--- src/sv/nfcs_pkg.sv ---
// Shared types, command codes and the bus cycle table of the NAND flash command sequencer.
package nfcs_pkg;

   localparam int unsigned PAGE_DATA_BYTES = 512;

   localparam logic [7:0]  CMD_READ_SPARE    = 8'h50;
   localparam logic [7:0]  CMD_SERIAL_INPUT  = 8'h80;
   localparam logic [7:0]  CMD_PROGRAM       = 8'h10;
   localparam logic [7:0]  CMD_READ_STATUS   = 8'h70;
   localparam logic [7:0]  CMD_ERASE_SETUP   = 8'h60;
   localparam logic [7:0]  CMD_ERASE_CONFIRM = 8'hD0;
   localparam logic [7:0]  CMD_RESET         = 8'hFF;
   localparam logic [7:0]  STATUS_PASS_BYTE  = 8'hC0;
   localparam logic [15:0] POLL_LIMIT_RESET  = 16'd5000;
   localparam logic [15:0] POLL_COUNT_MAX    = 16'hFFFF;

   typedef enum logic [2:0] {
      OP_RESET         = 3'd0,
      OP_READ_START    = 3'd1,
      OP_WRITE_START   = 3'd2,
      OP_ERASE         = 3'd3,
      OP_WRITE_BYTE    = 3'd4,
      OP_READ_BYTE     = 3'd5,
      OP_PROGRAM       = 3'd6,
      OP_STATUS_POLL   = 3'd7
   } nfcs_op_type;

   typedef enum logic [1:0] {
      KIND_CMD   = 2'd0,
      KIND_ADDR  = 2'd1,
      KIND_WRITE = 2'd2,
      KIND_READ  = 2'd3
   } nfcs_kind_type;

   typedef enum logic [1:0] {
      ST_NONE    = 2'd0,
      ST_PASS    = 2'd1,
      ST_FAIL    = 2'd2,
      ST_PENDING = 2'd3
   } nfcs_status_type;

   // One classified operation as it waits between the front and the back.
   typedef struct packed {
      nfcs_op_type     op;
      logic [7:0]      ptr_byte;
      logic [7:0]      col_byte;
      logic [23:0]     row;
      logic [7:0]      data_byte;
      nfcs_status_type status;
   } nfcs_desc_type;

   // One bus cycle as it is shown on the result side.
   typedef struct packed {
      nfcs_kind_type   kind;
      logic [7:0]      bus_byte;
      logic [7:0]      read_data;
      nfcs_status_type status;
      logic            last;
   } nfcs_cycle_type;

   typedef struct packed {
      logic full;
      logic empty;
   } nfcs_queue_status_type;

   function automatic nfcs_cycle_type make_cycle(nfcs_kind_type kind, logic [7:0] bus_byte,
                                                 logic [7:0] read_data,
                                                 nfcs_status_type status, logic last);
      nfcs_cycle_type c;
      c.kind      = kind;
      c.bus_byte  = bus_byte;
      c.read_data = read_data;
      c.status    = status;
      c.last      = last;
      return c;
   endfunction

   // Bus cycle number step of a classified operation.
   function automatic nfcs_cycle_type cycle_at(nfcs_desc_type d, logic [2:0] step);
      nfcs_cycle_type c;
      c = make_cycle(KIND_CMD, CMD_RESET, 8'h00, ST_NONE, 1'b1);
      unique case (d.op)
         OP_RESET: begin
            c = make_cycle(KIND_CMD, CMD_RESET, 8'h00, ST_NONE, 1'b1);
         end
         OP_READ_START: begin
            case (step)
               3'd0:    c = make_cycle(KIND_CMD, d.ptr_byte, 8'h00, ST_NONE, 1'b0);
               3'd1:    c = make_cycle(KIND_ADDR, d.col_byte, 8'h00, ST_NONE, 1'b0);
               3'd2:    c = make_cycle(KIND_ADDR, d.row[7:0], 8'h00, ST_NONE, 1'b0);
               3'd3:    c = make_cycle(KIND_ADDR, d.row[15:8], 8'h00, ST_NONE, 1'b0);
               default: c = make_cycle(KIND_ADDR, d.row[23:16], 8'h00, ST_NONE, 1'b1);
            endcase
         end
         OP_WRITE_START: begin
            case (step)
               3'd0:    c = make_cycle(KIND_CMD, d.ptr_byte, 8'h00, ST_NONE, 1'b0);
               3'd1:    c = make_cycle(KIND_CMD, CMD_SERIAL_INPUT, 8'h00, ST_NONE, 1'b0);
               3'd2:    c = make_cycle(KIND_ADDR, d.col_byte, 8'h00, ST_NONE, 1'b0);
               3'd3:    c = make_cycle(KIND_ADDR, d.row[7:0], 8'h00, ST_NONE, 1'b0);
               3'd4:    c = make_cycle(KIND_ADDR, d.row[15:8], 8'h00, ST_NONE, 1'b0);
               default: c = make_cycle(KIND_ADDR, d.row[23:16], 8'h00, ST_NONE, 1'b1);
            endcase
         end
         OP_ERASE: begin
            case (step)
               3'd0:    c = make_cycle(KIND_CMD, CMD_ERASE_SETUP, 8'h00, ST_NONE, 1'b0);
               3'd1:    c = make_cycle(KIND_ADDR, d.row[7:0], 8'h00, ST_NONE, 1'b0);
               3'd2:    c = make_cycle(KIND_ADDR, d.row[15:8], 8'h00, ST_NONE, 1'b0);
               3'd3:    c = make_cycle(KIND_ADDR, d.row[23:16], 8'h00, ST_NONE, 1'b0);
               3'd4:    c = make_cycle(KIND_CMD, CMD_ERASE_CONFIRM, 8'h00, ST_NONE, 1'b0);
               default: c = make_cycle(KIND_READ, 8'h00, d.data_byte, d.status, 1'b1);
            endcase
         end
         OP_WRITE_BYTE: begin
            c = make_cycle(KIND_WRITE, d.data_byte, 8'h00, ST_NONE, 1'b1);
         end
         OP_READ_BYTE: begin
            c = make_cycle(KIND_READ, 8'h00, d.data_byte, ST_NONE, 1'b1);
         end
         OP_PROGRAM: begin
            case (step)
               3'd0:    c = make_cycle(KIND_CMD, CMD_PROGRAM, 8'h00, ST_NONE, 1'b0);
               3'd1:    c = make_cycle(KIND_CMD, CMD_READ_STATUS, 8'h00, ST_NONE, 1'b0);
               default: c = make_cycle(KIND_READ, 8'h00, d.data_byte, d.status, 1'b1);
            endcase
         end
         OP_STATUS_POLL: begin
            c = make_cycle(KIND_READ, 8'h00, d.data_byte, d.status, 1'b1);
         end
         default: begin
            c = make_cycle(KIND_CMD, CMD_RESET, 8'h00, ST_NONE, 1'b1);
         end
      endcase
      return c;
   endfunction

endpackage

--- src/sv/nfcs_front.sv ---
// Front end: takes operation words, holds the poll limit and counter, and classifies each word.
module nfcs_front
   import nfcs_pkg::*;
(
   input  logic          clock,
   input  logic          reset,
   input  logic          csr_write_enable,
   input  logic [15:0]   csr_write_data,
   input  logic          accept,
   input  logic [2:0]    req_command,
   input  logic [9:0]    req_column,
   input  logic [23:0]   req_row,
   input  logic [7:0]    req_write_byte,
   input  logic [7:0]    req_bus_read_byte,
   output nfcs_desc_type desc
);

   logic [15:0]     poll_limit_ff;
   logic [15:0]     poll_limit_in;
   logic [15:0]     poll_count_ff;
   logic [15:0]     poll_count_in;
   logic [9:0]      spare_column;
   logic [15:0]     reads_made;
   nfcs_op_type     op;
   nfcs_status_type judged;
   logic [15:0]     judged_count;

   assign op            = nfcs_op_type'(req_command);
   assign spare_column  = req_column - 10'(PAGE_DATA_BYTES);
   assign poll_limit_in = csr_write_enable ? csr_write_data : poll_limit_ff;

   // Status read count including the read made by this word.
   assign reads_made = (op == OP_PROGRAM) ? 16'd1 :
                       (poll_count_ff != POLL_COUNT_MAX) ? poll_count_ff + 16'd1 :
                       poll_count_ff;

   always_comb begin
      if (req_bus_read_byte == STATUS_PASS_BYTE) begin
         judged       = ST_PASS;
         judged_count = 16'd0;
      end else if (reads_made >= poll_limit_ff) begin
         judged       = ST_FAIL;
         judged_count = 16'd0;
      end else begin
         judged       = ST_PENDING;
         judged_count = reads_made;
      end
   end

   always_comb begin
      desc.op        = op;
      desc.row       = req_row;
      desc.status    = ST_NONE;
      desc.data_byte = req_bus_read_byte;
      if (req_column >= 10'(PAGE_DATA_BYTES)) begin
         desc.ptr_byte = CMD_READ_SPARE;
         desc.col_byte = spare_column[7:0];
      end else begin
         desc.ptr_byte = {7'd0, req_column[8]};
         desc.col_byte = req_column[7:0];
      end
      poll_count_in = poll_count_ff;
      unique case (op)
         OP_RESET: begin
            poll_count_in = 16'd0;
         end
         OP_ERASE: begin
            desc.status = req_bus_read_byte[0] ? ST_FAIL : ST_PASS;
         end
         OP_WRITE_BYTE: begin
            desc.data_byte = req_write_byte;
         end
         OP_PROGRAM, OP_STATUS_POLL: begin
            desc.status   = judged;
            poll_count_in = judged_count;
         end
         default: begin
            poll_count_in = poll_count_ff;
         end
      endcase
   end

   always_ff @(posedge clock) begin
      if (reset) begin
         poll_limit_ff <= POLL_LIMIT_RESET;
         poll_count_ff <= 16'd0;
      end else begin
         poll_limit_ff <= poll_limit_in;
         if (accept) begin
            poll_count_ff <= poll_count_in;
         end
      end
   end

endmodule

--- src/sv/nfcs_queue.sv ---
// Short register queue of classified operations between the front and the back.
module nfcs_queue
   import nfcs_pkg::*;
#(
   parameter int DEPTH = 2
) (
   input  logic                  clock,
   input  logic                  reset,
   input  logic                  push,
   input  nfcs_desc_type         push_desc,
   input  logic                  pop,
   output nfcs_desc_type         head_desc,
   output nfcs_queue_status_type status
);

   localparam int PTR_W = (DEPTH > 1) ? $clog2(DEPTH) : 1;
   localparam int CNT_W = $clog2(DEPTH + 1);

   nfcs_desc_type    slots_ff [DEPTH];
   logic [PTR_W-1:0] head_ff;
   logic [PTR_W-1:0] head_in;
   logic [PTR_W-1:0] tail_ff;
   logic [PTR_W-1:0] tail_in;
   logic [CNT_W-1:0] count_ff;
   logic [CNT_W-1:0] count_in;
   logic             do_push;
   logic             do_pop;

   assign status.full  = (count_ff == CNT_W'(DEPTH));
   assign status.empty = (count_ff == '0);
   assign do_push      = push && !status.full;
   assign do_pop       = pop && !status.empty;
   assign head_desc    = slots_ff[head_ff];

   assign head_in  = !do_pop ? head_ff :
                     (head_ff == PTR_W'(DEPTH - 1)) ? '0 : head_ff + 1'b1;
   assign tail_in  = !do_push ? tail_ff :
                     (tail_ff == PTR_W'(DEPTH - 1)) ? '0 : tail_ff + 1'b1;
   assign count_in = count_ff + CNT_W'(do_push) - CNT_W'(do_pop);

   always_ff @(posedge clock) begin
      if (reset) begin
         head_ff  <= '0;
         tail_ff  <= '0;
         count_ff <= '0;
      end else begin
         head_ff  <= head_in;
         tail_ff  <= tail_in;
         count_ff <= count_in;
      end
   end

   always_ff @(posedge clock) begin
      if (do_push) begin
         slots_ff[tail_ff] <= push_desc;
      end
   end

endmodule

--- src/sv/nfcs_back.sv ---
// Back end: steps through the bus cycles of the oldest queued operation into the result register.
module nfcs_back
   import nfcs_pkg::*;
(
   input  logic                  clock,
   input  logic                  reset,
   input  nfcs_desc_type         head_desc,
   input  nfcs_queue_status_type queue_status,
   output logic                  queue_pop,
   input  logic                  rsp_pop,
   output logic                  rsp_empty,
   output nfcs_cycle_type        rsp_cycle
);

   logic           out_valid_ff;
   logic           out_valid_in;
   logic [2:0]     step_ff;
   logic [2:0]     step_in;
   nfcs_cycle_type cycle_ff;
   nfcs_cycle_type next_cycle;
   logic           advance;

   assign next_cycle   = cycle_at(head_desc, step_ff);
   assign advance      = !queue_status.empty && (!out_valid_ff || rsp_pop);
   assign queue_pop    = advance && next_cycle.last;
   assign out_valid_in = advance || (out_valid_ff && !rsp_pop);
   assign step_in      = !advance ? step_ff : (next_cycle.last ? 3'd0 : step_ff + 3'd1);
   assign rsp_empty    = !out_valid_ff;
   assign rsp_cycle    = cycle_ff;

   always_ff @(posedge clock) begin
      if (reset) begin
         out_valid_ff <= 1'b0;
         step_ff      <= 3'd0;
      end else begin
         out_valid_ff <= out_valid_in;
         step_ff      <= step_in;
      end
   end

   always_ff @(posedge clock) begin
      if (advance) begin
         cycle_ff <= next_cycle;
      end
   end

endmodule

--- src/sv/nand_flash_command_sequencer.sv ---
// Top level of the small-page NAND flash command sequencer.
//
// Each operation word pushed on the req_ side turns into a run of one to six
// bus cycle words on the rsp_ side, in bus order, with rsp_last set on the
// final cycle of the operation. The front end classifies an operation in the
// cycle it is pushed: it works out the pointer command and column byte,
// judges the status byte for erase, program confirm and status polls, and
// keeps the program poll counter against the csr_ poll limit. Classified
// operations wait in a QUEUE_DEPTH entry queue, so req_full rises only when
// that queue is full. The back end emits one bus cycle per clock into the
// result register while no unpopped word holds it back, and that register
// refills in the same cycle it is popped. An operation has one bus cycle
// for reset, data and poll words, three for program confirm, five for read
// start and six for write start and erase; with rsp_pop held high the
// result side carries one word every clock. The poll limit is written
// through csr_write_enable and csr_write_data, by the user only while the
// block is idle, which the block itself does not enforce; it resets to 5000.
module nand_flash_command_sequencer
   import nfcs_pkg::*;
#(
   parameter int QUEUE_DEPTH = 2
) (
   input  logic        clock,
   input  logic        reset,
   input  logic        csr_write_enable,
   input  logic [15:0] csr_write_data,
   input  logic        req_push,
   output logic        req_full,
   input  logic [2:0]  req_command,
   input  logic [9:0]  req_column,
   input  logic [23:0] req_row,
   input  logic [7:0]  req_write_byte,
   input  logic [7:0]  req_bus_read_byte,
   output logic        rsp_empty,
   input  logic        rsp_pop,
   output logic [1:0]  rsp_cycle_kind,
   output logic [7:0]  rsp_bus_byte,
   output logic [7:0]  rsp_read_data,
   output logic [1:0]  rsp_op_status,
   output logic        rsp_last
);

   nfcs_desc_type         front_desc;
   nfcs_desc_type         head_desc;
   nfcs_queue_status_type queue_status;
   nfcs_cycle_type        rsp_cycle;
   logic                  accept;
   logic                  queue_pop;

   // A word is taken whenever the queue has room.
   assign req_full = queue_status.full;
   assign accept   = req_push && !queue_status.full;

   nfcs_front u_front (
      .clock             (clock),
      .reset             (reset),
      .csr_write_enable  (csr_write_enable),
      .csr_write_data    (csr_write_data),
      .accept            (accept),
      .req_command       (req_command),
      .req_column        (req_column),
      .req_row           (req_row),
      .req_write_byte    (req_write_byte),
      .req_bus_read_byte (req_bus_read_byte),
      .desc              (front_desc)
   );

   nfcs_queue #(
      .DEPTH (QUEUE_DEPTH)
   ) u_queue (
      .clock     (clock),
      .reset     (reset),
      .push      (accept),
      .push_desc (front_desc),
      .pop       (queue_pop),
      .head_desc (head_desc),
      .status    (queue_status)
   );

   nfcs_back u_back (
      .clock        (clock),
      .reset        (reset),
      .head_desc    (head_desc),
      .queue_status (queue_status),
      .queue_pop    (queue_pop),
      .rsp_pop      (rsp_pop),
      .rsp_empty    (rsp_empty),
      .rsp_cycle    (rsp_cycle)
   );

   // The result register drives the payload ports directly.
   assign rsp_cycle_kind = rsp_cycle.kind;
   assign rsp_bus_byte   = rsp_cycle.bus_byte;
   assign rsp_read_data  = rsp_cycle.read_data;
   assign rsp_op_status  = rsp_cycle.status;
   assign rsp_last       = rsp_cycle.last;

endmodule

--- config.mk ---
export PLATFORM = sky130hd
export DESIGN_NAME = nand_flash_command_sequencer
export DESIGN_NICKNAME = d
export VERILOG_FILES = /design/src/sv/nfcs_pkg.sv /design/src/sv/nfcs_front.sv /design/src/sv/nfcs_queue.sv /design/src/sv/nfcs_back.sv /design/src/sv/nand_flash_command_sequencer.sv
export SDC_FILE = /design/constraint.sdc
export NUM_CORES = 1
export LEC_CHECK = 0
export BUFFER_PORTS_ARGS = -buffer_cell sky130_fd_sc_hd__buf_2
export CORE_UTILIZATION = 60
export CTS_CLUSTER_DIAMETER = 50
export CTS_CLUSTER_SIZE = 16
export DETAILED_ROUTE_END_ITERATION = 12
export PLACE_DENSITY = 0.81
export SLEW_MARGIN = 10
export SYNTH_ARGS = -nofsm -noshare
export SYNTH_HDL_FRONTEND = slang
export SYNTH_HIERARCHICAL = 1
export SYNTH_SLANG_ARGS = --single-unit
--- constraint.sdc ---
create_clock -name clock -period 6.5 [get_ports clock]
set_clock_uncertainty 0.15 [all_clocks]
set_input_delay 0 -clock clock [delete_from_list [all_inputs] [get_ports clock]]
set_output_delay 0 -clock clock [all_outputs]
set_load 0.005 [all_outputs]
==> key figures <==
Layout
  • Footprint of the multi-input gates: 3450 sq um
  • Fillers: 846
  • ANT cells: 0
  • Fin cells: 1065
  • Register area: 4640 sq um
  • Share of cells above drive strength 1: 24.9%
  • Area delta synth->final: 21.7%
  • Final net count: 971

Logic synthesis
  • Count of cell types in the netlist: 79
  • Syn avg cell area: 12.0 sq um
  • Ranking of synthesized cells by area: edfxtp_1, dfxtp_1, mux2_2
  • Ys async rst share: 0%
  • Post-Synth Simple-Gate Area: around a tenth
  • Yosys top cell by area: edfxtp_1
  • Multiplexer area fraction after synthesis: around a tenth
  • Post-synth top flop: edfxtp_1
  • Main combinational cell family by area after synthesis: compound AO/OA/AOI/OAI gates
  • Synth Area in Adders: under 10%
  • Post-Synthesis Cell Area: approximately 8700 sq um
  • Synth Area in XOR/XNOR: less than 1%
  • Sequential element share of the synthesized area: 53.1%
  • Share of the synthesized area in the top cell type: 43.7%
  • Synth Area in Compound Gates: 14.6%
  • Yosys warnings: 6
  • Synthesized instance count: 726
  • Number of enable flip-flop cells after synthesis: approximately 130
  • Seq cells post-synth: 168

Route
  • Post-DRT Antenna Nets: 0
  • DR pass1 iterations: 6
  • Vias: roughly 6600
  • Routed len/inst: roughly 20 um
  • Drt drc: 0
  • Iteration-0 DRC Markers: 697
  • Drt via density: between 6 and 7
  • Routed Wire Length: 21.3 mm

Worst setup path
  • Worst setup EP type: register
  • CP cell instances: ha_1, nand4_1, or4_4, a31oi_1, ha_1, a211o_1, a31oi_1, o221ai_1, a211oi_4, nand3_1, o31ai_1
  • Crit Path Class: reg2reg
  • CP startpoint kind: register
  • CP max stage delay: ~0.73 ns
  • Critical Path AT: between 4 and 5 ns
  • Delay-heaviest family, CP: compound AO/OA/AOI/OAI gates
  • CP Data Required Time: around 6.7 ns
  • Critical Path Fanout Max: 17
  • CP Buf/Inv Count: 0
  • Crit-path slowest cell: a211oi_4

Placement
  • Cells after DPL: roughly 930
  • Buffers on Ports: 96
  • Final GP Congestion: ~0.86
  • Dpl hpwl: 12.4 mm

STA
  • Slew HR: 11.5%
  • RSZ-0062 raised after global routing: no
  • Setup-failing EPs final: 0
  • Post-layout minimum cycle time: ~4.3 ns
  • Max frequency: 234 MHz
  • Slew @ Worst Pin: around 1.3 ns
  • Crit share post-route: between 60% and 70%
  • Slew Viols, Final: 0
  • Hold Vio Cnt, Final: 0
  • Setup TNS Final: 0 ns
  • Fin Hold WS: between 0.03 and 0.04 ns

Run
  • Max_cap viols: 0

Run status
  • Status: completed

Floorplanning
  • Die Ht: between 100 and 150 um
  • Total die area: about 15000 sq um
  • I/O pins: 97
  • FP Rows: 43
  • Initial core utilization: roughly 62%
  • Core ar.: 14000 sq um
  • Die X: 123 um

Global routing
  • First-pass GRT wire length: 33.4 mm
  • GRT Total Usage: 29.7%
  • Initial antenna violation count: 0
  • Pin count of the biggest net entering global routing: 54
  • Vias in the first global route: 6445
  • Total gr overflow: 0

Clock tree
  • Clock buffer depth: 2
  • Clock tree from TritonCTS: built
  • TritonCTS Sinks: 168
  • Post-CTS setup buffer count: 0
  • H-tree depth: 4
  • CTS root buffer: clkbuf_16
  • Clock-pin slew on the worst setup and hold paths: 0.07 ns
  • Clock Latency Late Sink: between 0.4 and 0.5 ns
  • TritonCTS Buffers: 17

Pwr
  • Power density of the placed cells: 361 nW/um^2
  • Standby leakage power: 4.11 nW
  • Max VDD drop: between 0.2 and 0.25 mV

Worst hold path
  • Worst min path class: in2reg
==> cell usage after synthesis, types with 9 or more instances <==
cell and n:
a21oi_1 14, a221oi_1 9, a222oi_1 12, a22oi_1 12, a32oi_1 20, and2_1 15
and3_1 12, buf_2 18, buf_4 48, clkbuf_1 12, dfxtp_1 41, edfxtp_1 127
ha_1 25, inv_1 30, mux2_2 61, mux2i_1 15, nand2_1 22, nand3_1 12
nor2_1 54, nor2b_1 11, o211ai_1 15, o21ai_0 29
==> cells by family after synthesis <==
kind of cell,Yosys count
AO/OA/AOI/OAI,161
XOR/XNOR,9
adder cells (fa/ha/maj),25
buffers and inverters,116
flip-flops,168
multiplexers,76
other,1
AND/OR/NAND/NOR,170
==> metal layers <==
layer | vias to the layer above | GRT usage, % | routed length (um) | share of wire [%]
met1 | 3155 | 37.9 | 8790 | 41
met2 | 335 | 49.5 | 10500 | 49
met4 | 0 | 12.5 | 584 | 2.7
met3 | 57 | 5.62 | 1380 | 6.5
met5 | - | 0 | 0 | 0
li1 | 3019 | - | - | -
==> state kept, by name, indices dropped and copies added (netlist names), named ones only <==
signal                 flops
u_back/out_valid_ff        1
u_queue/tail_ff            1
u_queue/slots_ff         106
u_back/step_ff             3
u_queue/count_ff           2
u_front/poll_limit_ff     16
u_queue/head_ff            1
u_front/poll_count_ff     16
u_back/rsp_cycle          21
==> layout make-up <==
cell class	count	share of cell area (%)
timing repair buffer	207	14.9
clock buffer	20	4.20
sequential	168	43.6
clock inverter	12	1.58
inverter	32	1.13
multi-input combinational	446	32.5
tap	180	2.12
==> layout by cell type, fill, tap and decap left out, types with 3 or more instances in the layout <==
cell type,instances
inv_1,29
nor2_1,54
edfxtp_1,127
ha_1,25
clkbuf_16,17
o31ai_1,3
conb_1,5
a222oi_1,12
o21ai_0,29
or3_1,3
o21ai_1,4
mux2_2,61
bufinv_16,3
a221oi_1,9
nor4_1,5
nand4_1,4
a32oi_1,20
and2_1,15
o41a_1,4
xor2_1,7
nor2b_1,11
nand2_1,22
o22ai_1,3
mux2i_1,15
a31oi_1,5
buf_4,5
dlygate4sd3_1,106
nor3_1,7
o211ai_1,15
a21oi_1,14
dfxtp_1,40
clkinv_4,5
a221o_1,4
buf_2,96
a311oi_1,3
and3_1,12
nand3_1,12
nand2b_1,5
a22oi_1,12
==> worst min-delay path, cell delays in order <==
cell and delay (ns):
buf_2 0.10, nand4_1 0.11, nand2_1 0.09, o21ai_0 0.07
and2_1 0.14
==> report_power, final <==
part           total (W)  internal [W]  switching, W  leakage, nW
logic            0.00126      0.000507      0.000757         2.28
registers        0.00153       0.00146     0.0000710         1.53
clock network    0.00105      0.000622      0.000426        0.301
==> final timing paths <==
check	startpoint	to	slack, ns	depth (start not counted)
max	u_front/poll_count_ff[1]$_SDFFE_PP0P_	u_front/poll_count_ff[6]$_SDFFE_PP0P_	2.23	11
min	req_bus_read_byte[7]	u_queue/slots_ff[0][1]$_DFFE_PP_	0.04	5
max reg2reg	u_front/poll_count_ff[1]$_SDFFE_PP0P_	u_front/poll_count_ff[6]$_SDFFE_PP0P_	2.23	11
min reg2reg	u_queue/tail_ff$_SDFFE_PP0P_	u_queue/tail_ff$_SDFFE_PP0P_	0.37	2
==> per-stage QoR <==
| step | utilization [%] | total power (W) | worst slack, ns | instance area, sq um |
|---|---|---|---|---|
| after detailed placement | 63.8 | 0.00272 | 2.39 | 8950 |
| after CTS | 75.7 | 0.00382 | 2.36 | 10600 |
| after global routing | 75.7 | 0.00402 | 2.02 | 10600 |
| final | 75.7 | 0.00384 | 2.23 | 10600 |
| after floorplan | - | 0.00240 | 3.01 | 8750 |
| after global placement | 63.8 | 0.00268 | 2.51 | 8950 |
==> timing repair <==
item / CTS / global route
gates resized for setup: 0 / 0
hold endpoints to repair: 131 / 0
hold buffers: 106 / 0
Power figures use the tool's default switching activity.
